### src/rtl/rc5_pkg.sv
`timescale 1ns / 1ps
`default_nettype none
// ----------------------------------------------------------------------------
// rc5_pkg: shared types, constants and helpers for the RC5 block decryptor
// Word widths, key schedule constants, register indexes, the lane record
// that travels down the round pipeline, and the word rotators.
// ----------------------------------------------------------------------------
package rc5_pkg;

   localparam int WORD_W      = 32;
   localparam int ROT_W       = 5;
   localparam int KEY_WORDS   = 4;
   localparam int CSR_DATA_W  = 64;
   localparam int CSR_INDEX_W = 4;
   localparam int ROUNDS_DEF  = 12;

   localparam logic [WORD_W-1:0] MAGIC_P     = 32'hB7E15163;
   localparam logic [WORD_W-1:0] MAGIC_Q_NEG = 32'h61C88647;
   localparam logic [ROT_W-1:0]  KEY_ROT     = 5'd3;

   // Configuration register indexes
   localparam logic [CSR_INDEX_W-1:0] CSR_KEY_LOW  = 4'd0;
   localparam logic [CSR_INDEX_W-1:0] CSR_KEY_HIGH = 4'd1;

   // One item as it moves through the round stages
   typedef struct packed {
      logic              valid;
      logic [WORD_W-1:0] upd;
      logic [WORD_W-1:0] other;
   } rc5_lane_type;

   function automatic logic [WORD_W-1:0] rotl_word(input logic [WORD_W-1:0] x,
                                                   input logic [ROT_W-1:0]  r);
      logic [2*WORD_W-1:0] t;
      t = {x, x} << r;
      return t[2*WORD_W-1:WORD_W];
   endfunction

   function automatic logic [WORD_W-1:0] rotr_word(input logic [WORD_W-1:0] x,
                                                   input logic [ROT_W-1:0]  r);
      logic [2*WORD_W-1:0] t;
      t = {x, x} >> r;
      return t[WORD_W-1:0];
   endfunction

   // Initial subkey n: P minus n times the negated Q constant
   function automatic logic [WORD_W-1:0] seed_word(input int n);
      logic [WORD_W-1:0] nn;
      nn = WORD_W'(n);
      return MAGIC_P - MAGIC_Q_NEG * nn;
   endfunction

endpackage
`default_nettype wire

### src/rtl/rc5_key_expand.sv
`timescale 1ns / 1ps
`default_nettype none
// ----------------------------------------------------------------------------
// rc5_key_expand: key registers and subkey schedule
// Holds the two key halves, and after reset or a key write seeds the subkey
// ring and runs the mixing steps, each as half step A then half step B, on
// the heads of a rotating subkey ring and a rotating key word ring.
// ----------------------------------------------------------------------------
module rc5_key_expand
   import rc5_pkg::*;
#(
   parameter int ROUNDS = ROUNDS_DEF
)
(
   input  wire logic                                    clock,
   input  wire logic                                    reset,
   input  wire logic                                    csr_we,
   input  wire logic [CSR_INDEX_W-1:0]                  csr_index,
   input  wire logic [CSR_DATA_W-1:0]                   csr_wdata,
   output logic [2*ROUNDS+1:0][WORD_W-1:0]              subkey,
   output logic                                         busy
);

   localparam int TABLE_WORDS = 2 * ROUNDS + 2;
   localparam int MIX_STEPS   = 3 * TABLE_WORDS;
   localparam int STEP_W      = $clog2(MIX_STEPS);

   typedef enum logic [3:0] {
      ST_SEED  = 4'b0001,
      ST_MIX_A = 4'b0010,
      ST_MIX_B = 4'b0100,
      ST_IDLE  = 4'b1000
   } rc5_kx_state_type;

   rc5_kx_state_type                      state_ff;
   rc5_kx_state_type                      state_in;
   logic [STEP_W-1:0]                     step_ff;
   logic [STEP_W-1:0]                     step_in;
   logic [CSR_DATA_W-1:0]                 key_low_ff;
   logic [CSR_DATA_W-1:0]                 key_low_in;
   logic [CSR_DATA_W-1:0]                 key_high_ff;
   logic [CSR_DATA_W-1:0]                 key_high_in;
   logic [WORD_W-1:0]                     a_ff;
   logic [WORD_W-1:0]                     a_in;
   logic [WORD_W-1:0]                     b_ff;
   logic [WORD_W-1:0]                     b_in;
   logic [TABLE_WORDS-1:0][WORD_W-1:0]    table_ff;
   logic [TABLE_WORDS-1:0][WORD_W-1:0]    table_in;
   logic [KEY_WORDS-1:0][WORD_W-1:0]      scratch_ff;
   logic [KEY_WORDS-1:0][WORD_W-1:0]      scratch_in;
   logic                                  key_write;
   logic [WORD_W-1:0]                     mix_a;
   logic [WORD_W-1:0]                     ab_sum;
   logic [WORD_W-1:0]                     mix_b;

   // Decode key writes; other indexes are dropped
   always_comb begin
      key_write   = 1'b0;
      key_low_in  = key_low_ff;
      key_high_in = key_high_ff;
      if (csr_we && (csr_index == CSR_KEY_LOW)) begin
         key_write  = 1'b1;
         key_low_in = csr_wdata;
      end
      if (csr_we && (csr_index == CSR_KEY_HIGH)) begin
         key_write   = 1'b1;
         key_high_in = csr_wdata;
      end
   end

   // Mixing arithmetic on the ring heads
   always_comb begin
      mix_a  = rotl_word(table_ff[0] + a_ff + b_ff, KEY_ROT);
      ab_sum = a_ff + b_ff;
      mix_b  = rotl_word(scratch_ff[0] + ab_sum, ab_sum[ROT_W-1:0]);
   end

   // Sequence the schedule: seed, then half steps A and B
   always_comb begin
      state_in   = state_ff;
      step_in    = step_ff;
      a_in       = a_ff;
      b_in       = b_ff;
      table_in   = table_ff;
      scratch_in = scratch_ff;
      case (state_ff)
         ST_SEED: begin
            for (int i = 0; i < TABLE_WORDS; i++) begin
               table_in[i] = seed_word(i);
            end
            scratch_in[0] = key_low_ff[WORD_W-1:0];
            scratch_in[1] = key_low_ff[CSR_DATA_W-1:WORD_W];
            scratch_in[2] = key_high_ff[WORD_W-1:0];
            scratch_in[3] = key_high_ff[CSR_DATA_W-1:WORD_W];
            a_in     = '0;
            b_in     = '0;
            step_in  = '0;
            state_in = ST_MIX_A;
         end
         ST_MIX_A: begin
            a_in        = mix_a;
            table_in[0] = mix_a;
            state_in    = ST_MIX_B;
         end
         ST_MIX_B: begin
            b_in = mix_b;
            // rotate both rings by one word
            for (int i = 0; i < TABLE_WORDS - 1; i++) begin
               table_in[i] = table_ff[i+1];
            end
            table_in[TABLE_WORDS-1] = table_ff[0];
            for (int i = 0; i < KEY_WORDS - 1; i++) begin
               scratch_in[i] = scratch_ff[i+1];
            end
            scratch_in[KEY_WORDS-1] = mix_b;
            if (step_ff == STEP_W'(MIX_STEPS - 1)) begin
               state_in = ST_IDLE;
            end else begin
               step_in  = step_ff + 1'b1;
               state_in = ST_MIX_A;
            end
         end
         ST_IDLE: begin
            state_in = ST_IDLE;
         end
         default: begin
            state_in = ST_SEED;
         end
      endcase
      if (key_write) begin
         state_in = ST_SEED;
      end
   end

   // Control and key registers
   always_ff @(posedge clock) begin
      if (reset) begin
         state_ff    <= ST_SEED;
         step_ff     <= '0;
         key_low_ff  <= '0;
         key_high_ff <= '0;
      end else begin
         state_ff    <= state_in;
         step_ff     <= step_in;
         key_low_ff  <= key_low_in;
         key_high_ff <= key_high_in;
      end
   end

   // Schedule data path
   always_ff @(posedge clock) begin
      a_ff       <= a_in;
      b_ff       <= b_in;
      table_ff   <= table_in;
      scratch_ff <= scratch_in;
   end

   assign subkey = table_ff;
   assign busy   = (state_ff != ST_IDLE);

   // A key write restarts the schedule
   a_write_restarts: assert property (@(posedge clock) disable iff (reset)
      key_write |=> (state_ff == ST_SEED))
      else $error("key write did not restart the schedule");

   // Seeding is followed by the first half step
   a_seed_then_mix: assert property (@(posedge clock) disable iff (reset)
      (state_ff == ST_SEED) && !key_write |=> (state_ff == ST_MIX_A))
      else $error("seed not followed by mixing");

   // Half step B only follows half step A
   a_b_after_a: assert property (@(posedge clock) disable iff (reset)
      (state_ff == ST_MIX_B) |-> ($past(state_ff) == ST_MIX_A))
      else $error("mix half B without half A");

endmodule
`default_nettype wire

### config.mk
export PLATFORM = sky130hd
export DESIGN_NAME = rc5_key_expand
export DESIGN_NICKNAME = d
export VERILOG_FILES = /design/src/rtl/rc5_pkg.sv /design/src/rtl/rc5_key_expand.sv
export SDC_FILE = /design/constraint.sdc
export NUM_CORES = 2
export LEC_CHECK = 0
export BUFFER_PORTS_ARGS = -buffer_cell sky130_fd_sc_hd__buf_2
export CORE_MARGIN = 2
export CORE_UTILIZATION = 25
export CTS_BUF_LIST = sky130_fd_sc_hd__clkbuf_8
export DETAILED_ROUTE_END_ITERATION = 6
export GPL_ROUTABILITY_DRIVEN = 0
export HOLD_SLACK_MARGIN = 0.1
export PLACE_DENSITY = 0.53
export SETUP_SLACK_MARGIN = 0.15
export SLEW_MARGIN = 10
export SYNTH_ARGS = -nofsm -noshare
export SYNTH_HDL_FRONTEND = slang
export SYNTH_SLANG_ARGS = --single-unit
export TNS_END_PERCENT = 100
### constraint.sdc
create_clock -name clock -period 26.4 [get_ports clock]
set_input_delay 2.64 -clock clock [delete_from_list [all_inputs] [get_ports clock]]
set_output_delay 2.64 -clock clock [all_outputs]
set_load 0.1 [all_outputs]
# == Word-level counts from Yosys, hierarchy flattened ==
# Cells that the tools add are included.
# classes
n_addsub,5
n_eq_ne,8
shift,1
n_mux,11
n_reduce_logical,8
# ops
operator,count
800-bit case mux with 2 select lines,1
128-bit case mux with 2 select lines,1
32-bit adder,4
32-bit case mux with 2 select lines,2
32-bit case mux with 3 select lines,1
64-bit by 5-bit << shifter with 64-bit output,1
4-bit case mux with 4 select lines,1
7-bit case mux with 2 select lines,1
4-bit by 1-bit equality test with 1-bit output (second input constant),2
7-bit by 1-bit adder with 7-bit output (second input constant),1
7-bit equality test (second input constant),1
7-bit 2-to-1 mux,1
4-bit by 2-bit equality test with 1-bit output (second input constant),1
4-bit by 3-bit equality test with 1-bit output (second input constant),1
4-bit equality test (second input constant),1
4-bit zero test,1
4-bit 2-to-1 mux,1
4-bit inequality test (second input constant),1
2-bit nonzero test,2
3-bit nonzero test,1
1-bit logical AND,2
1-bit 2-to-1 mux,2
2-bit inequality test (second input constant),1
2-bit AND reduction,1
2-bit OR reduction,1
# totals
register_bits,1163
out_inout_bits,833

# == Logic depth before layout (Yosys ltp) ==
# depth
word_depth,5
mapped_depth,25
mapped_depth_nobuf,24

# == Least setup slack after synthesis ==
# No wires, ideal clock.
# synth_timing
kind,register to register
from,register state_ff[1]
to,register b_ff[0] (enable)
arrival_time_ns,16.652
setup_slack_ns,3.133
path_stages_with_launch,6
period_less_slack_ns,23.267
cell_sequence,dfxtp_1 nor2_1 nand3b_1 clkbuf_1 clkbuf_1 nand2_1
# synth_between
elab_chain_cells,2
word_cells_on_any_way,3
classes_between,2 x eq/ne; 1 x reduce/logical
# synth_rtl
item,line_no,text
start: declaration,rc5_key_expand.sv:35,rc5_kx_state_type state_ff;
start signal: assignment,rc5_key_expand.sv:143,state_ff <= state_in;
4-bit by 3-bit equality test with 1-bit output or 4-bit by 1-bit equality test with 1-bit output (tied branches),rc5_key_expand.sv:86,case (state_ff)
2-bit nonzero test (no line) *,-,
end signal: assignment,rc5_key_expand.sv:153,b_ff <= b_in;
end: declaration,rc5_key_expand.sv:45,logic [WORD_W-1:0] b_ff;
# Every way passes the cells marked *; elsewhere a longest branch is shown, timed or not.
# A chain may end at the register's enable or synchronous reset.

# == Worst setup path in the final report ==
# layout_timing
from,register a_ff[0]
to,register b_ff[8] (data pin)
# layout_between
elab_chain_cells,4
# layout_rtl
item,line_no,text
start: declaration,rc5_key_expand.sv:43,logic [WORD_W-1:0] a_ff;
start signal: assignment,rc5_key_expand.sv:152,a_ff <= a_in;
32-bit adder *,rc5_key_expand.sv:74,ab_sum = a_ff + b_ff;
32-bit adder,rc5_key_expand.sv:75,"mix_b = rotl_word(scratch_ff[0] + ab_sum, ab_sum[ROT_W-1:0]);"
64-bit by 5-bit << shifter with 64-bit output *,rc5_pkg.sv:35,"t = {x, x} << r;"
32-bit case mux with 2 select lines *,rc5_key_expand.sv:86,
# Marked as above.

==> results.toml <==
[clock_network]
cts_setup_buffers = 0
htree_levels = 4
clk_latency_ps = 960
clockBufferDepth = 3
clock_sinks = 1163
cts_resized = 0
root_buffer = "clkbuf_8"
hold_buffers = 0
clk_pin_slew_ps = 60
cts_buffers = 206
cts_tree = "built"

[routing]
wl_met1_um = 90900
top_layer = "met5"
vias = 38400
via_per_inst = 4.74
drt-initial-drc-count = 4558
dr.pass1.iters = 7
wirelength_um = 209000
wl_per_cell_um = 25.8
wl_met2_um = 89700
drc = 11
ant_nets = 0
route.met3.wl_um = 18300

[setup_path]
cp-start-kind = "register"
reg2reg_slack_ps = 19290
cp-endpoint = "b_ff[8]$_SDFFCE_PN0P_"
cp_slowest_cell = "or4b_2"
critPathCaptureType = "register"
rr_endpoint = "b_ff[8]$_SDFFCE_PN0P_"
max_stage_delay_ps = 620
arrival_ps = 7780
critPathRequiredTime_ps = 27070
critPathLaunch = "a_ff[0]$_SDFFCE_PP0P_"
path_cells = "ha_1 > inv_1 > fa_1 > nor2b_1 > o21ai_0 > nand2b_1 > a211oi_1 > o211ai_1 > nand3_1 > a21oi_1 > o41ai_1 > or4b_2 > o311ai_0 > ha_1 > a21o_1 > a31oi_1 > mux2_2 > a31oi_1 > nand3_1 > a31oi_1 > nor2_1 > o31ai_1"
crit_fanout = 9
r2r_start = "a_ff[0]$_SDFFCE_PP0P_"
cp_common_cell = "a31oi_1"
worst-setup-path-type = "reg2reg"
r2r_cells = 22

[final_layout]
final_area_sq_um = 63500
fin_nets = 5354
areaGrowthSynthToFinish_pct = 21.8
stdcell_count = 8112
drive_above_1_share_pct = 24.0

[global_route]
first_global_vias = 36300
grt_overflow = 0
antenna_found_initial = 37
grt_usage_pct = 19.0
grt_max_degree = 219
grt_pass1_wl_um = 284000

[synthesis]
synth_nets = 4440
synth_async_sr_flop_share_pct = 0
yosysUniqueCellTypes = 98
synthTopCellsByArea = "edfxtp_1 59%, dfxtp_1 5.3%, and2_1 5.2%"
seq_area_frac_synth_pct = 64.4
yosysWarnings = 0
syn_avg_cell_area_sq_um = 12.3
syn-instance-count = 4237
netlist_area_sq_um = 52100
yosys_register_bits = 1163
synth.top_cell.area_share_pct = 59.0
synth_edf_count = 1024
yosysMostFrequentCell = "edfxtp_1"
synth_top_area_cell = "edfxtp_1"
synth_common_cells = "1,024 x edfxtp_1, 670 x nand2_1, 431 x and2_1, 411 x nand2b_1, 230 x a21oi_1"
synth-main-ff-cell = "edfxtp_1"

[timing]
period_share_pct = 26.9
fin_ws_ps = 19290
rsz0062_at_grt = "no"
finalMaxSlewViolations = 0
min_period_ps = 7110
tns_ps = 0
worst-slew-pin-transition_ps = 1100
fmax_ghz = 0.141
slew_headroom_pct = 26.6
setup_viol = 0
finalHoldViolations = 0
fin_skew_ps = 74.8

[place]
portBuffers = 903
place_area_sq_um = 59600
place_ws_ps = 19480
place_inst = 7731
dpl.hpwl_um = 158000

[die]
start_util_pct = 25.2
die_area_sq_um = 212000
core_area_sq_um = 207000
io_pins = 904
rows = 167
fp.dieH_um = 461
fp.dieW_um = 461

[run_status]
status = "finished with violations"
violations = "design-rule violations"

[min_path]
worstHoldPathType = "reg2reg"

[flow_run]
max-cap-violations = 0
==> logic make-up (layout without fill, tap and decap cells) <==
| group | after synthesis | count (layout) | synth area share [%] |
|---|---|---|---|
| and+or+nand+nor | 1872 | 1872 | 18.5 |
| DFF | 1163 | 1163 | 64.4 |
| AOI/OAI and AO/OA | 659 | 659 | 8.43 |
| buffers and inverters | 271 | 1345 | 2.08 |
| adders and majority gates | 132 | 132 | 3.66 |
| xor gates and xnor gates | 84 | 84 | 1.41 |
| muxes | 56 | 56 | 1.51 |
| other | 0 | 13 | 0 |
==> worst max-delay path, delay by kind of cell (launching register included) <==
kind	cells	cell delay, ps
compound gates	11	3680
simple gates	6	1370
fa+ha+maj	3	900
mux	1	410
flops	1	400
buf+inv	1	90
==> layer usage <==
layer	GRT usage [%]	vias up
li1	-	17000
met1	25.9	19200
met2	27.8	1898
met3	4.73	355
met4	9.05	4
met5	0	-
==> worst min path at each step <==
stage | start | to | slack (ps) | depth (start not counted)
finish | key_low_ff[6]$_SDFFE_PP0P_ | key_low_ff[6]$_SDFFE_PP0P_ | 450 | 2
global route | key_low_ff[0]$_SDFFE_PP0P_ | key_low_ff[0]$_SDFFE_PP0P_ | 470 | 2
CTS | key_low_ff[6]$_SDFFE_PP0P_ | key_low_ff[6]$_SDFFE_PP0P_ | 460 | 2
detailed placement | key_high_ff[29]$_SDFFE_PP0P_ | key_high_ff[29]$_SDFFE_PP0P_ | 450 | 2
global placement | key_high_ff[26]$_SDFFE_PP0P_ | key_high_ff[26]$_SDFFE_PP0P_ | 440 | 2
floorplan | key_high_ff[32]$_SDFFE_PP0P_ | key_high_ff[32]$_SDFFE_PP0P_ | 430 | 2
==> flip-flops by register name (all words and copies together), names as in the netlist <==
register	cells
subkey	832
scratch_ff	128
key_high_ff	64
key_low_ff	64
a_ff	32
b_ff	32
step_ff	7
state_ff	4
==> through the flow <==
stage / util, % / hold slack (ps)
after CTS: 30.6 / 456
after detailed placement: 28.8 / 448
after floorplan: - / 432
after global placement: 28.8 / 442
final: 30.6 / 454
after global routing: 30.6 / 470
==> layout by cell type (no fill, tap or decap), types with 96 or more instances in the layout <==
cell type and instances:
a21oi_1 230, and2_1 430, buf_2 902, clkbuf_8 215, dfxtp_1 139, edfxtp_1 1024
ha_1 98, inv_1 96, nand2_1 667, nand2b_1 410, nor2_1 136
==> cell type report <==
| type | count | area [sq um] |
|---|---|---|
| Sequential cell | 1163 | 33500 |
| Antenna cell | 13 | 32.5 |
| Inverter | 36 | 135 |
| Tap cell | 2788 | 3490 |
| Multi-Input combinational cell | 2803 | 17600 |
| Timing Repair Buffer | 941 | 4880 |
| Clock inverter | 153 | 857 |
| Fill cell | 21300 | 144000 |
| Clock buffer | 215 | 2960 |
Power is not shown: default switching activity piles up to over one toggle a cycle in this logic, so the estimate is an artifact.
