==> src/rtl/rc5_pkg.sv <==
`timescale 1ns / 1ps
`default_nettype none
// ----------------------------------------------------------------------------
// rc5_pkg: shared types, constants and helpers for the RC5 block decryptor
// Word widths, key schedule constants, register indexes, the lane record
// that travels down the round pipeline, and the word rotators.
// ----------------------------------------------------------------------------
package rc5_pkg;

   localparam int WORD_W      = 32;
   localparam int ROT_W       = 5;
   localparam int KEY_WORDS   = 4;
   localparam int CSR_DATA_W  = 64;
   localparam int CSR_INDEX_W = 4;
   localparam int ROUNDS_DEF  = 12;

   localparam logic [WORD_W-1:0] MAGIC_P     = 32'hB7E15163;
   localparam logic [WORD_W-1:0] MAGIC_Q_NEG = 32'h61C88647;
   localparam logic [ROT_W-1:0]  KEY_ROT     = 5'd3;

   // Configuration register indexes
   localparam logic [CSR_INDEX_W-1:0] CSR_KEY_LOW  = 4'd0;
   localparam logic [CSR_INDEX_W-1:0] CSR_KEY_HIGH = 4'd1;

   // One item as it moves through the round stages
   typedef struct packed {
      logic              valid;
      logic [WORD_W-1:0] upd;
      logic [WORD_W-1:0] other;
   } rc5_lane_type;

   function automatic logic [WORD_W-1:0] rotl_word(input logic [WORD_W-1:0] x,
                                                   input logic [ROT_W-1:0]  r);
      logic [2*WORD_W-1:0] t;
      t = {x, x} << r;
      return t[2*WORD_W-1:WORD_W];
   endfunction

   function automatic logic [WORD_W-1:0] rotr_word(input logic [WORD_W-1:0] x,
                                                   input logic [ROT_W-1:0]  r);
      logic [2*WORD_W-1:0] t;
      t = {x, x} >> r;
      return t[WORD_W-1:0];
   endfunction

   // Initial subkey n: P minus n times the negated Q constant
   function automatic logic [WORD_W-1:0] seed_word(input int n);
      logic [WORD_W-1:0] nn;
      nn = WORD_W'(n);
      return MAGIC_P - MAGIC_Q_NEG * nn;
   endfunction

endpackage
`default_nettype wire

==> src/rtl/rc5_round_stage.sv <==
`timescale 1ns / 1ps
`default_nettype none
// ----------------------------------------------------------------------------
// rc5_round_stage: one registered half round
// Subtracts the subkey from the updated word, rotates it right by the other
// word and XORs the other word in. The pair leaves swapped, so the next
// stage updates the other word with the same logic.
// ----------------------------------------------------------------------------
module rc5_round_stage
   import rc5_pkg::*;
(
   input  wire logic              clock,
   input  wire logic              reset,
   input  wire rc5_lane_type      lane_in,
   input  wire logic [WORD_W-1:0] subkey,
   output rc5_lane_type           lane_out
);

   logic              valid_ff;
   logic              valid_in;
   logic [WORD_W-1:0] upd_ff;
   logic [WORD_W-1:0] upd_in;
   logic [WORD_W-1:0] other_ff;
   logic [WORD_W-1:0] other_in;

   // Half-round mix, then swap the pair
   always_comb begin
      valid_in = lane_in.valid;
      upd_in   = lane_in.other;
      other_in = rotr_word(lane_in.upd - subkey, lane_in.other[ROT_W-1:0]) ^ lane_in.other;
   end

   // Advance the valid bit
   always_ff @(posedge clock) begin
      if (reset) begin
         valid_ff <= 1'b0;
      end else begin
         valid_ff <= valid_in;
      end
   end

   // Hold the words of the item
   always_ff @(posedge clock) begin
      upd_ff   <= upd_in;
      other_ff <= other_in;
   end

   assign lane_out = '{valid: valid_ff, upd: upd_ff, other: other_ff};

endmodule
`default_nettype wire

==> config.mk <==
export PLATFORM = sky130hd
export DESIGN_NAME = rc5_round_stage
export DESIGN_NICKNAME = d
export VERILOG_FILES = /design/src/rtl/rc5_pkg.sv /design/src/rtl/rc5_round_stage.sv
export SDC_FILE = /design/constraint.sdc
export NUM_CORES = 1
export LEC_CHECK = 0
export BUFFER_PORTS_ARGS = -buffer_cell sky130_fd_sc_hd__buf_2
export CAP_MARGIN = 30
export CORE_MARGIN = 4
export CORE_UTILIZATION = 55
export CTS_CLUSTER_DIAMETER = 60
export CTS_CLUSTER_SIZE = 12
export DETAILED_ROUTE_END_ITERATION = 7
export GPL_ROUTABILITY_DRIVEN = 0
export HOLD_SLACK_MARGIN = 0.02
export PLACE_DENSITY = 0.82
export REMOVE_ABC_BUFFERS = 1
export SETUP_SLACK_MARGIN = 0.02
export SLEW_MARGIN = 20
export SYNTH_ARGS = -nofsm -noshare
export SYNTH_HDL_FRONTEND = slang
export SYNTH_SLANG_ARGS = --single-unit
==> constraint.sdc <==
create_clock -name clock -period 4 [get_ports clock]
set_clock_uncertainty 0.15 [all_clocks]
set_input_delay 0.2 -clock clock [delete_from_list [all_inputs] [get_ports clock]]
set_output_delay 0.2 -clock clock [all_outputs]
set_load 0.01 [all_outputs]
---- Word level (Yosys, flattened, before mapping) ----
Index checks and enable logic that the tools add are counted.
storage, ports and cells
  register bits ........................... 65
  bits of input ports ..................... 99
  output and inout bits ................... 65
  word-level logic and storage cells ...... 6
operators by class
  add/sub/neg operators ................... 1
  shift operators ......................... 1
  bitwise gates (word level) .............. 1
operators by type and width
  cell                         count
  >> shifter 64 x 5 -> 32 bit  1
  subtractor 32 bit            1
  bitwise XOR 32 bit           1

---- Longest topological paths before layout ----
Gate-level depths: netlist of run 1.
  depth after elaboration ................. 3
  depth in mapped cells ................... 14
  mapped depth without buffers ............ 14

---- Worst setup path after synthesis of run 1 ----
OpenSTA, ideal clock, no wires.
  path kind ............................... input to register
  start point ............................. in lane_in[32] in the netlist's numbering
  end point ............................... reg other_ff[12]
  setup time .............................. 0.118 ns
  arrival ................................. 3.271 ns
  data required time ...................... 3.732 ns
  slack ................................... 0.461 ns
  stages on the path ...................... 13
  path buffers ............................ 0
  path through ............................ inv_1 -> ha_1 -> fa_1 -> nand2b_1 -> a21oi_1 -> a21oi_1 -> o22ai_2 -> o31ai_1 -> xnor2_1 -> o21a_1 -> mux4_2 -> mux4_2 -> xnor2_1
between the ends
  longest elaborated chain between the ends .. 3
RTL lines
  element                      line                   text
  start, declared              rc5_round_stage.sv:14  input wire rc5_lane_type lane_in,
  subtractor 32 bit            rc5_round_stage.sv:30  other_in = rotr_word(lane_in.upd - subkey, lane_in.other[ROT_W-1:0]) ^ lane_in.other;
  >> shifter 64 x 5 -> 32 bit  rc5_pkg.sv:42          t = {x, x} >> r;
  bitwise XOR 32 bit           rc5_round_stage.sv:30
  net other_in[12]             rc5_round_stage.sv:24  logic [WORD_W-1:0] other_in;
  end signal, assigned         rc5_round_stage.sv:45  other_ff <= other_in;
  end, declared                rc5_round_stage.sv:23  logic [WORD_W-1:0] other_ff;
The timed path passes the listed nets, and every way through them passes these cells.
A chain may end at the register's enable or synchronous reset.

---- Final worst setup path of run 1 ----
  start point ............................. in lane_in[42] in the netlist's numbering
  end point ............................... reg other_ff[17]
The elaborated chain is that of the path after synthesis.

==> results of run 1 <==
## registers in the layout, indices dropped and copies added (netlist names)
signal    flops
other_ff     32
upd_ff       32
valid_ff      1
## cell type report
class / count / area, sq um
clock buffers: 13 / 270
clock inverters: 2 / 60.1
fillers: 914 / 3220
inverters: 42 / 158
multi-input cells: 665 / 4710
flip-flops and latches: 65 / 1300
well taps: 143 / 179
repair buffers: 240 / 1470
## power groups by stage
stage / clock network [mW] / registers, mW / logic (mW)
finish: 0.867 / 0.798 / 1.43
global route: 0.895 / 0.805 / 1.54
CTS: 0.854 / 0.790 / 1.37
detailed placement: 0 / 0.796 / 1.33
global placement: 0 / 0.794 / 1.31
floorplan: 0 / 0.860 / 0.791
## worst max path at each step
stage	to	slack [ps]	cells after the start
2_1_floorplan	other_ff[12]$_DFF_P_	370	12
3_3_place_gp	other_ff[28]$_DFF_P_	90	15
3_5_place_dp	other_ff[28]$_DFF_P_	60	15
4_1_cts	other_ff[8]$_DFF_P_	270	16
5_1_grt	other_ff[17]$_DFF_P_	60	15
6_report	other_ff[17]$_DFF_P_	290	14
## critical path: cells and delay by family
| kind | cells | cell delay, ps |
|---|---|---|
| muxes | 1 | 250 |
| buffers and inverters | 2 | 300 |
| adders and majority gates | 1 | 320 |
| xor gates and xnor gates | 1 | 190 |
| and+or+nand+nor | 2 | 1020 |
| AOI/OAI and AO/OA | 7 | 1510 |
## cell usage in the layout, fill, tap and decap left out, types with 25 or more instances in the layout
master         instances
mux2i_1               55
a21oi_1               57
ha_1                  32
buf_2                163
o21ai_0               43
a21o_1                25
buf_4                 48
inv_1                 37
nor2_1                57
nand2_1               65
xor2_1                27
dfxtp_1               65
nor3_1                27
dlygate4sd3_1         29
## what timing repair did
action | in CTS | in global routing
resized for setup | 0 | 2
hold endpoints to repair | 55 | 0
hold buffers | 29 | 0
endpoints found under the setup margin | 0 | 2
## stage by stage
step	area [sq um]	total power [mW]	setup slack, ps
2_1_floorplan	6150	1.65	365
3_3_place_gp	7510	2.10	90.5
3_5_place_dp	7510	2.13	63.1
4_1_cts	8130	3.02	270
5_1_grt	8150	3.24	63.8
6_report	8150	3.09	287
## logic make-up (layout without fill, tap and decap cells)
family                     after synthesis  in the layout  share of synthesized area [%]
DFF                                     65             65                           20.4
xor gates and xnor gates                49             49                           6.72
muxes                                   72             72                           12.6
buffers and inverters                   98            297                           6.11
adders and majority gates               33             33                           6.58
AOI/OAI and AO/OA                      257            257                           27.7
and+or+nand+nor                        254            254                           20.0
## per-layer routing
metal	part of all wire [%]	wire (microns)	vias to the layer above
li1	-	-	3472
met4	3.9	832	0
met5	0	0	-
met1	39	8340	3306
met3	9.7	2060	74
met2	47	9940	469
==> results.txt, run 1 <==
Setup TNS = 0 ps
Post-route DRC = 0
relative slew slack = 41.2%
final worst-path cycle share = 92.8%
Post-CTS Setup Bufs = 0
Antenna Nets Post-Route = 0
ANT cells = 0
vias per cell = 6.26
DP Wirelength = 14700 microns
Synthesis Warnings = 0
hold crit path type = in -> reg
critical path cell sequence = buf_2, ha_1, a21oi_1, o21a_1, o22ai_1, nor3_1, a2111oi_1, buf_4, or3_1, a221oi_1, a21oi_1, a21o_1, mux2i_1, xnor2_1
most common cell type on the critical path = a21oi_1
WS Path Type = in -> reg
vias in the first global route = 6792
antenna violations before repair = 0
Critical Path End Type = register
IO Port Bufs = 163
NumNets Final = 1155
CP max FO = 7
switch share = 36.9%
Die Span Y = 116 microns
Crit. Startpoint = lane_in[42]
ys async rst share = 0%
Area contributors post-synth = dfxtp_1, mux2i_1, ha_1
routed via count = 7321
status = finished clean
leading area contributor after synthesis = dfxtp_1
min cycle time layout = 3710 ps
hold slack final = 182 ps
Net Sw Power = 1.14 mW
final hold vios = 0
max-slew violations = 0
Leak = 3.82 nW
HP Start = lane_in[4]
max incr delay on CP = 680 ps
DR iter-0 viols = 727
worst hold endpoint = upd_ff[4]$_DFF_P_
I/O Pins = 164
Max VDD drop = 0.480 mV
first-pass GRT wire length = 33400 microns
Global Route Usage Sum = 30.5%
EDFF count, synth = 0
commonest cells in the netlist = dfxtp_1, nand2_1, a21oi_1, nor2_1, mux2i_1
RSZ-0062 raised after global routing = no
largest net degree at the start of global routing = 49
post-synth cell types = 78
synthesized instance count = 828
Sink Count = 65
placed cells = 1126
H-tree depth = 3
Sequential Power Share = 25.8%
die area = 13400 sq um
CTS tree = yes
top-area cell type share of the netlist area = 20.4%
Gate power share = 46.2%
First-pass DRT Iterations = 6
top_reg_cell synth = dfxtp_1
Fmax = 0.269 GHz
Layout Cells excl Fill = 1170
Max stage delay cell, worst path = nor3_1
Starting Density = 56.2%
met1 Resource Use GR = 37.6%
share of layout cells above drive strength 1 = 25.4%
# Max-Cap Violations = 0
CP Launch Type = input pin
Arr. time, crit path = 3790 ps
register clock-pin slew on the reported worst setup and hold paths = 50 ps
#FFs+latches synth = 65
Slew @ Worst Pin = 875 ps
post-synthesis sequential area ratio = 20.4%
grt ovf = 0
mapped cell area = 6390 sq um
Power Dens Cells = 380 nW/um^2
met3 usage = 4.13%
Detailed Route WL = 21200 microns
Avg WL per Cell = 18.1 microns
site row count = 39
P_int = 1.95 mW
final setup vio count = 0
clock share of power = 28.0%
root buf cell = clkbuf_16
Die Width = 116 microns
post-layout util = 71.7%
syn_area_per_cell = 7.71 sq um
hold depth = 1
core area = 11400 sq um
Most Crowded Layer GR = met2
Num CTS Buffers = 9
Area Overhead vs Synth = 27.5%
clock buffer depth = 2
met2 track demand over resource = 52.6%
Req. time, crit path = 4080 ps
Power figures use the tool's default switching activity.
==> run 2: changes to the inputs <==
Settings changed: ABC_AREA set to 1, CORE_MARGIN 4 to not set, CORE_UTILIZATION 55 to 57, RECOVER_POWER set to 100.
==> run 2 against run 1 <==
The flow now finishes with violations (max-capacitance violations, max-slew violations). Critical path depth decreased by 7. Area after synthesis up 25%. Non-clock buffer count shrank 40. Die area up 8.5%. Setup slack improved by 410 ps. Combinational power is essentially flat. Clock-buffer cell count fell by 4. Routed wire length increased by 25%. Fmax is 12% higher. Total power down 4.8%. First-iteration DRC count up 130%. Critical endpoint is now other_ff[12]$_DFF_P_. Largest cell class unchanged. Largest power group unchanged.
==> results.txt, run 2 <==
Final Total Pwr = 2.95 mW
Place WS = 1120 ps
root buf cell = clkbuf_16
Area contributors post-synth = nand3_1, nand2_1, dfxtp_1
clock buffer depth = 2
synthesized instance count = 1474
max-slew violations = 65
P_int = 1.67 mW
first-pass GRT wire length = 42400 microns
clock share of power = 26.4%
final hold vios = 0
share of layout cells above drive strength 1 = 9.35%
WS Path Type = in -> reg
Setup TNS = 0 ps
hold slack final = 226 ps
leading area contributor after synthesis = nand3_1
Layout Cells excl Fill = 1802
most common cell type on the critical path = nand3_1
Starting Density = 59.6%
Post-CTS Setup Bufs = 0
vias in the first global route = 9132
antenna violations before repair = 0
CP Launch Type = input pin
IO Port Bufs = 163
footprint of the multi-input gates = 5670 sq um
final worst-path cycle share = 82.6%
Net Sw Power = 1.28 mW
grt ovf = 0
Fmax = 0.303 GHz
Power Dens Cells = 315 nW/um^2
Global Route Usage Sum = 36.2%
filler cell count = 1338
mapped cell area = 8010 sq um
commonest non-fill, non-tap cell in the layout = nand3_1
RSZ-0062 raised after global routing = no
Critical Path End Type = register
switch share = 43.4%
Sequential Power Share = 25.0%
biggest regs = other_ff x32, upd_ff x32, valid_ff x1
Die Width = 121 microns
Post-route DRC = 0
final setup vio count = 0
First-pass DRT Iterations = 7
Num CTS Buffers = 9
CTS tree = yes
most frequent cell after synthesis = nand3_1
Slew @ Worst Pin = 2850 ps
top-area cell type share of the netlist area = 37.2%
placed cells = 1754
commonest cells in the netlist = nand3_1, nand2_1, inv_1
post-synthesis sequential area ratio = 16.2%
hold crit path type = in -> reg
Max VDD drop = 0.253 mV
commonest cells after routing, fill and taps aside = nand3_1, nand2_1, inv_1
Gate power share = 48.6%
vias per cell = 5.96
EDFF count, synth = 0
Arr. time, crit path = 3380 ps
syn_area_per_cell = 5.44 sq um
ANT cells = 0
die area = 14500 sq um
critical path cell sequence = buf_2, clkbuf_1, nand3_1, nand3_1, nand3_1, nand3_1, nand2_1
Reg area = 1300 sq um
H-tree depth = 3
relative slew slack = -89.9%
Leak = 5.03 nW
core area = 13500 sq um
routed via count = 10.7k
Req. time, crit path = 4080 ps
NumNets Final = 1753
# Max-Cap Violations = 1
post-synth cell types = 32
Detailed Route WL = 26500 microns
DR iter-0 viols = 1649
min cycle time layout = 3300 ps
Synthesis Warnings = 0
Antenna Nets Post-Route = 0
Die Span Y = 121 microns
max incr delay on CP = 2010 ps
ys async rst share = 0%
top_reg_cell synth = dfxtp_1
DP Wirelength = 20200 microns
register clock-pin slew on the reported worst setup and hold paths = 60 ps
Sink Count = 65
Max stage delay cell, worst path = clkbuf_1
CP max FO = 64
#FFs+latches synth = 65
final worst slack = 697 ps
largest net degree at the start of global routing = 66
status = complete, but fails checks
Avg WL per Cell = 14.7 microns
I/O Pins = 164
Area Overhead vs Synth = 16.6%
site row count = 42
failing checks = max-capacitance violations, max-slew violations
-- run 2: routing by layer --
layer  part of all wire [%]  up-vias  GRT usage [%]
met2                     43      781           57.0
met3                     13      133           7.83
met5                      0        -              0
met1                     39     4638           46.3
li1                       -     5192              -
met4                    5.3        0           18.9
-- run 2: area by class of cell --
class                           count  area share, %
Tap cell                          176           2.36
Clock inverter                      7          0.750
Inverter                          206           8.28
Multi-Input combinational cell   1139           60.7
Timing Repair Buffer              200           11.6
Clock buffer                        9           2.41
Sequential cell                    65           13.9
-- run 2: metrics by stage --
stage                     cell area (sq um)  utilization (%)
final                                  9340             69.4
after global routing                   9340             69.4
after CTS                              9400             69.9
after detailed placement               8810             65.5
after global placement                 8810             65.5
after floorplan                        7740                -
-- run 2: logic make-up after synthesis --
family          count (synthesis)  share of synthesized area [%]
xor+xnor                       12                           1.31
buf+inv                       270                           13.0
fa+ha+maj                      33                           5.25
compound gates                 30                           2.17
simple gates                 1064                           62.0
flops                          65                           16.2
-- run 2: final timing paths --
check	to	depth (start not counted)	startpoint	slack [ps]
setup / recovery	other_ff[12]$_DFF_P_	7	lane_in[2]	700
hold / removal	other_ff[29]$_DFF_P_	5	lane_in[4]	230
-- run 2: power groups by stage --
stage	combinational (mW)	clock [mW]	sequential (mW)
floorplan	0.901	0	0.787
global placement	1.34	0	0.746
detailed placement	1.37	0	0.746
CTS	1.40	0.788	0.733
global route	1.58	0.818	0.742
finish	1.43	0.779	0.735
-- run 2: repair_timing --
item | CTS | global route
gates resized for setup | 0 | 0
setup endpoints to repair | 0 | 0
hold buffers | 29 | 0
endpoints found under the hold margin | 55 | 0
-- run 2: worst max-delay path, delay by kind of cell --
family                 cells  cell delay (ps)
buffers and inverters      2             2100
AND/OR/NAND/NOR            5             1050
==> run 3: changes to the inputs <==
Settings changed: ABC_AREA 1 to 0, CORE_UTILIZATION 57 to 50, PLACE_DENSITY 0.82 to 0.79.
Clock period 4 ns to 3 ns, I/O delays scaled along.
==> run 3 against run 2 <==
The run now fails in 5_1_grt. Area after synthesis decreased by 20%. Synthesized cell count decreased by 44%.
==> results.txt, run 3 <==
largest net degree at the start of global routing = 47
Error = [ERROR GRT-0232] Routing congestion too high. Check the congestion heatmap in the GUI.
Die Width = 115 microns
ys async rst share = 0%
largest family of logic cells by synthesized area = compound AO/OA/AOI/OAI gates
clock buffer depth = 2
Sink Count = 65
Global Route Usage Sum = 75.8%
post-synthesis sequential area ratio = 20.4%
status = stopped before the end
root buf cell = clkbuf_16
mapped cell area = 6390 sq um
post-synthesis adder-cell area fraction = 6.58%
top-area cell type share of the netlist area = 20.4%
Synth Area in Simple Gates = 20.0%
grt ovf = 155
EDFF count, synth = 0
DP Wirelength = 16500 microns
commonest cells in the netlist = dfxtp_1, nand2_1, a21oi_1, nor2_1, mux2i_1
Worst EP kind = sequential cell input
Last stage = 5_1_grt
syn_area_per_cell = 7.71 sq um
I/O Pins = 164
IO Port Bufs = 163
Post-Synth XOR/XNOR Area = 6.72%
mux contribution to synthesized area = 12.6%
site row count = 40
H-tree depth = 3
Area contributors post-synth = dfxtp_1, mux2i_1, ha_1
Num CTS Buffers = 9
Die Span Y = 115 microns
synthesized instance count = 828
worst endpoint after global-route timing repair = other_ff[21]$_DFF_P_/D
#FFs+latches synth = 65
Synth Area in Compound Gates = 27.7%
top_reg_cell synth = dfxtp_1
Synthesis Warnings = 0
post-synth cell types = 78
leading area contributor after synthesis = dfxtp_1
Starting Density = 52.3%
[run 3: changes by cell type after synthesis, moves of 24 or more]
cell	delta
nor3_1	+26
o21ai_0	+39
inv_1	-150
a21o_1	+24
nand3_1	-573
clkbuf_1	+25
a21oi_1	+43
nand2_1	-302
mux2i_1	+55
[run 3: metal layers]
layer  GRT overflow  GRT usage, %
met3              2          56.7
met5              0          16.7
met4             63          85.8
met2             84          95.7
met1              6          72.9
[run 3: kinds of logic after synthesis]
logic type	count (synthesis)
AND/OR/NAND/NOR	254
XOR/XNOR	49
multiplexers	72
flip-flops	65
adder cells (fa/ha/maj)	33
AO/OA/AOI/OAI	257
buffers and inverters	98
[run 3: timing repair]
item / in CTS
pin swaps: 61
endpoints found under the setup margin: 32
gates resized for setup: 129
endpoints found under the hold margin: 55
setup buffers: 15
hold buffers: 29
gates cloned: 0
[run 3: per-stage QoR]
stage                     instance area (sq um)  worst slack [ps]  cells  setup TNS, ps
after global placement                     8720              -681   1308         -18470
after detailed placement                   8720              -800   1308         -20750
after floorplan                            6150              -585    772          -9520
after CTS                                 10100              -170   1368          -2450
==> run 4: changes to the inputs <==
Settings changed: CORE_UTILIZATION 50 to 40, CTS_CLUSTER_DIAMETER 60 to not set, CTS_CLUSTER_SIZE 12 to not set, HOLD_SLACK_MARGIN 0.02 to not set, PLACE_DENSITY 0.79 to not set, PLACE_DENSITY_LB_ADDON set to 0.15, SETUP_SLACK_MARGIN 0.02 to not set.
Clock period 3 ns to 3.9 ns, I/O delays scaled along.
==> run 4 against run 3 <==
The flow now finishes, with violations (max-capacitance violations, max-slew violations).
==> results.txt, run 4 (synthesis gave the netlist of run 1 again) <==
Slew @ Worst Pin = 1850 ps
site row count = 45
NumNets Final = 1187
DP Wirelength = 15400 microns
final setup vio count = 0
Req. time, crit path = 4000 ps
WS Path Type = in -> reg
Area Overhead vs Synth = 30.6%
commonest non-fill, non-tap cell in the layout = clkbuf_1
H-tree depth = 3
# Max-Cap Violations = 1
hold crit path type = in -> reg
root buf cell = clkbuf_16
final worst slack = 281 ps
Starting Density = 41.6%
Place WS = -28.9 ps
Critical Path End Type = register
vias per cell = 5.49
Max stage delay cell, worst path = or4_1
Layout Cells excl Fill = 1271
final hold vios = 0
status = complete, but fails checks
register clock-pin slew on the reported worst setup and hold paths = 50 ps
CP max FO = 8
Critical path destination = other_ff[30]$_DFF_P_
vias in the first global route = 6307
max-slew violations = 43
Power Dens Cells = 381 nW/um^2
Die Span Y = 128 microns
critical path cell sequence = buf_2, ha_1, a21oi_1, o21ai_1, a21boi_0, o22ai_2, clkbuf_2, or4_1, o2111a_1, a211oi_1, mux2_2, mux2i_1, mux2i_1, xor2_1
placed cells = 1226
Antenna Nets Post-Route = 0
post-layout util = 54.3%
largest net degree at the start of global routing = 49
Arr. time, crit path = 3720 ps
CTS tree = yes
relative slew slack = -23.6%
Max VDD drop = 0.233 mV
Sink Count = 65
grt ovf = 0
min cycle time layout = 3620 ps
Num CTS Buffers = 9
share of layout cells above drive strength 1 = 18.3%
First-pass DRT Iterations = 5
DR iter-0 viols = 539
die area = 16500 sq um
Detailed Route WL = 19700 microns
Global Route Usage Sum = 23.8%
IO Port Bufs = 163
Leak = 3.70 nW
clock buffer depth = 2
CP Depth = 14
Die Width = 128 microns
crit path buf inv count = 2
Post-CTS Setup Bufs = 0
failing checks = max-capacitance violations, max-slew violations
CP Launch Type = input pin
RSZ-0062 raised after global routing = no
ANT cells = 0
Fmax = 0.276 GHz
Crit. Startpoint = lane_in[41]
filler cell count = 1565
core area = 15400 sq um
first-pass GRT wire length = 31400 microns
most common cell type on the critical path = mux2i_1
max incr delay on CP = 530 ps
antenna violations before repair = 0
Avg WL per Cell = 15.5 microns
Setup TNS = 0 ps
Post-route DRC = 0
Top delay family on crit path = compound AO/OA/AOI/OAI gates
biggest regs = other_ff x32, upd_ff x32, valid_ff x1
routed via count = 6976
commonest cells after routing, fill and taps aside = clkbuf_1, buf_2, buf_4
final worst-path cycle share = 92.8%
I/O Pins = 164
==> run 4: report_power, final <==
group          internal [mW]  leakage, nW  switching (mW)
Combinational          0.617         2.98           0.819
Sequential             0.779        0.548          0.0277
Clock                  0.659        0.173           0.274
==> run 4: repair_timing <==
action | 4_1_cts | 5_1_grt
hold buffers | 29 | 0
setup endpoints to repair | 0 | 5
hold endpoints to repair | 55 | 0
gates resized for setup | 0 | 2
==> run 4: worst min-delay path by stage <==
stage,from,endpoint,slack [ps],cells after the start
after floorplan,lane_in[0],upd_ff[0]$_DFF_P_,70,0
after global placement,lane_in[16],upd_ff[16]$_DFF_P_,170,1
after detailed placement,lane_in[13],upd_ff[13]$_DFF_P_,170,1
after CTS,lane_in[0],upd_ff[0]$_DFF_P_,140,2
after global routing,lane_in[2],upd_ff[2]$_DFF_P_,220,1
final,lane_in[2],upd_ff[2]$_DFF_P_,200,1
==> run 4: area by class of cell <==
type / count / area, sq um / area share, %
Multi-Input combinational cell: 665 / 4700 / 56.3
Timing Repair Buffer: 272 / 1570 / 18.8
Sequential cell: 65 / 1300 / 15.6
Tap cell: 211 / 264 / 3.16
Clock buffer: 12 / 256 / 3.07
Inverter: 42 / 158 / 1.89
Clock inverter: 4 / 98.8 / 1.18
==> run 4: metal layers <==
| metal | GRT usage, % | wire length [microns] | share of wire (%) |
|---|---|---|---|
| met1 | 32.2 | 9170 | 47 |
| met2 | 38.7 | 8840 | 45 |
| met3 | 2.91 | 1170 | 6.0 |
| met4 | 8.86 | 497 | 2.5 |
| met5 | 0 | 24 | 0.12 |
==> run 4: metrics by stage <==
step | hold slack, ps | power [mW] | instance area [sq um]
floorplan | 72.7 | 1.69 | 6150
global placement | 173 | 2.24 | 7850
detailed placement | 175 | 2.24 | 7850
CTS | 143 | 3.21 | 8490
global route | 218 | 3.38 | 8340
finish | 204 | 3.18 | 8340
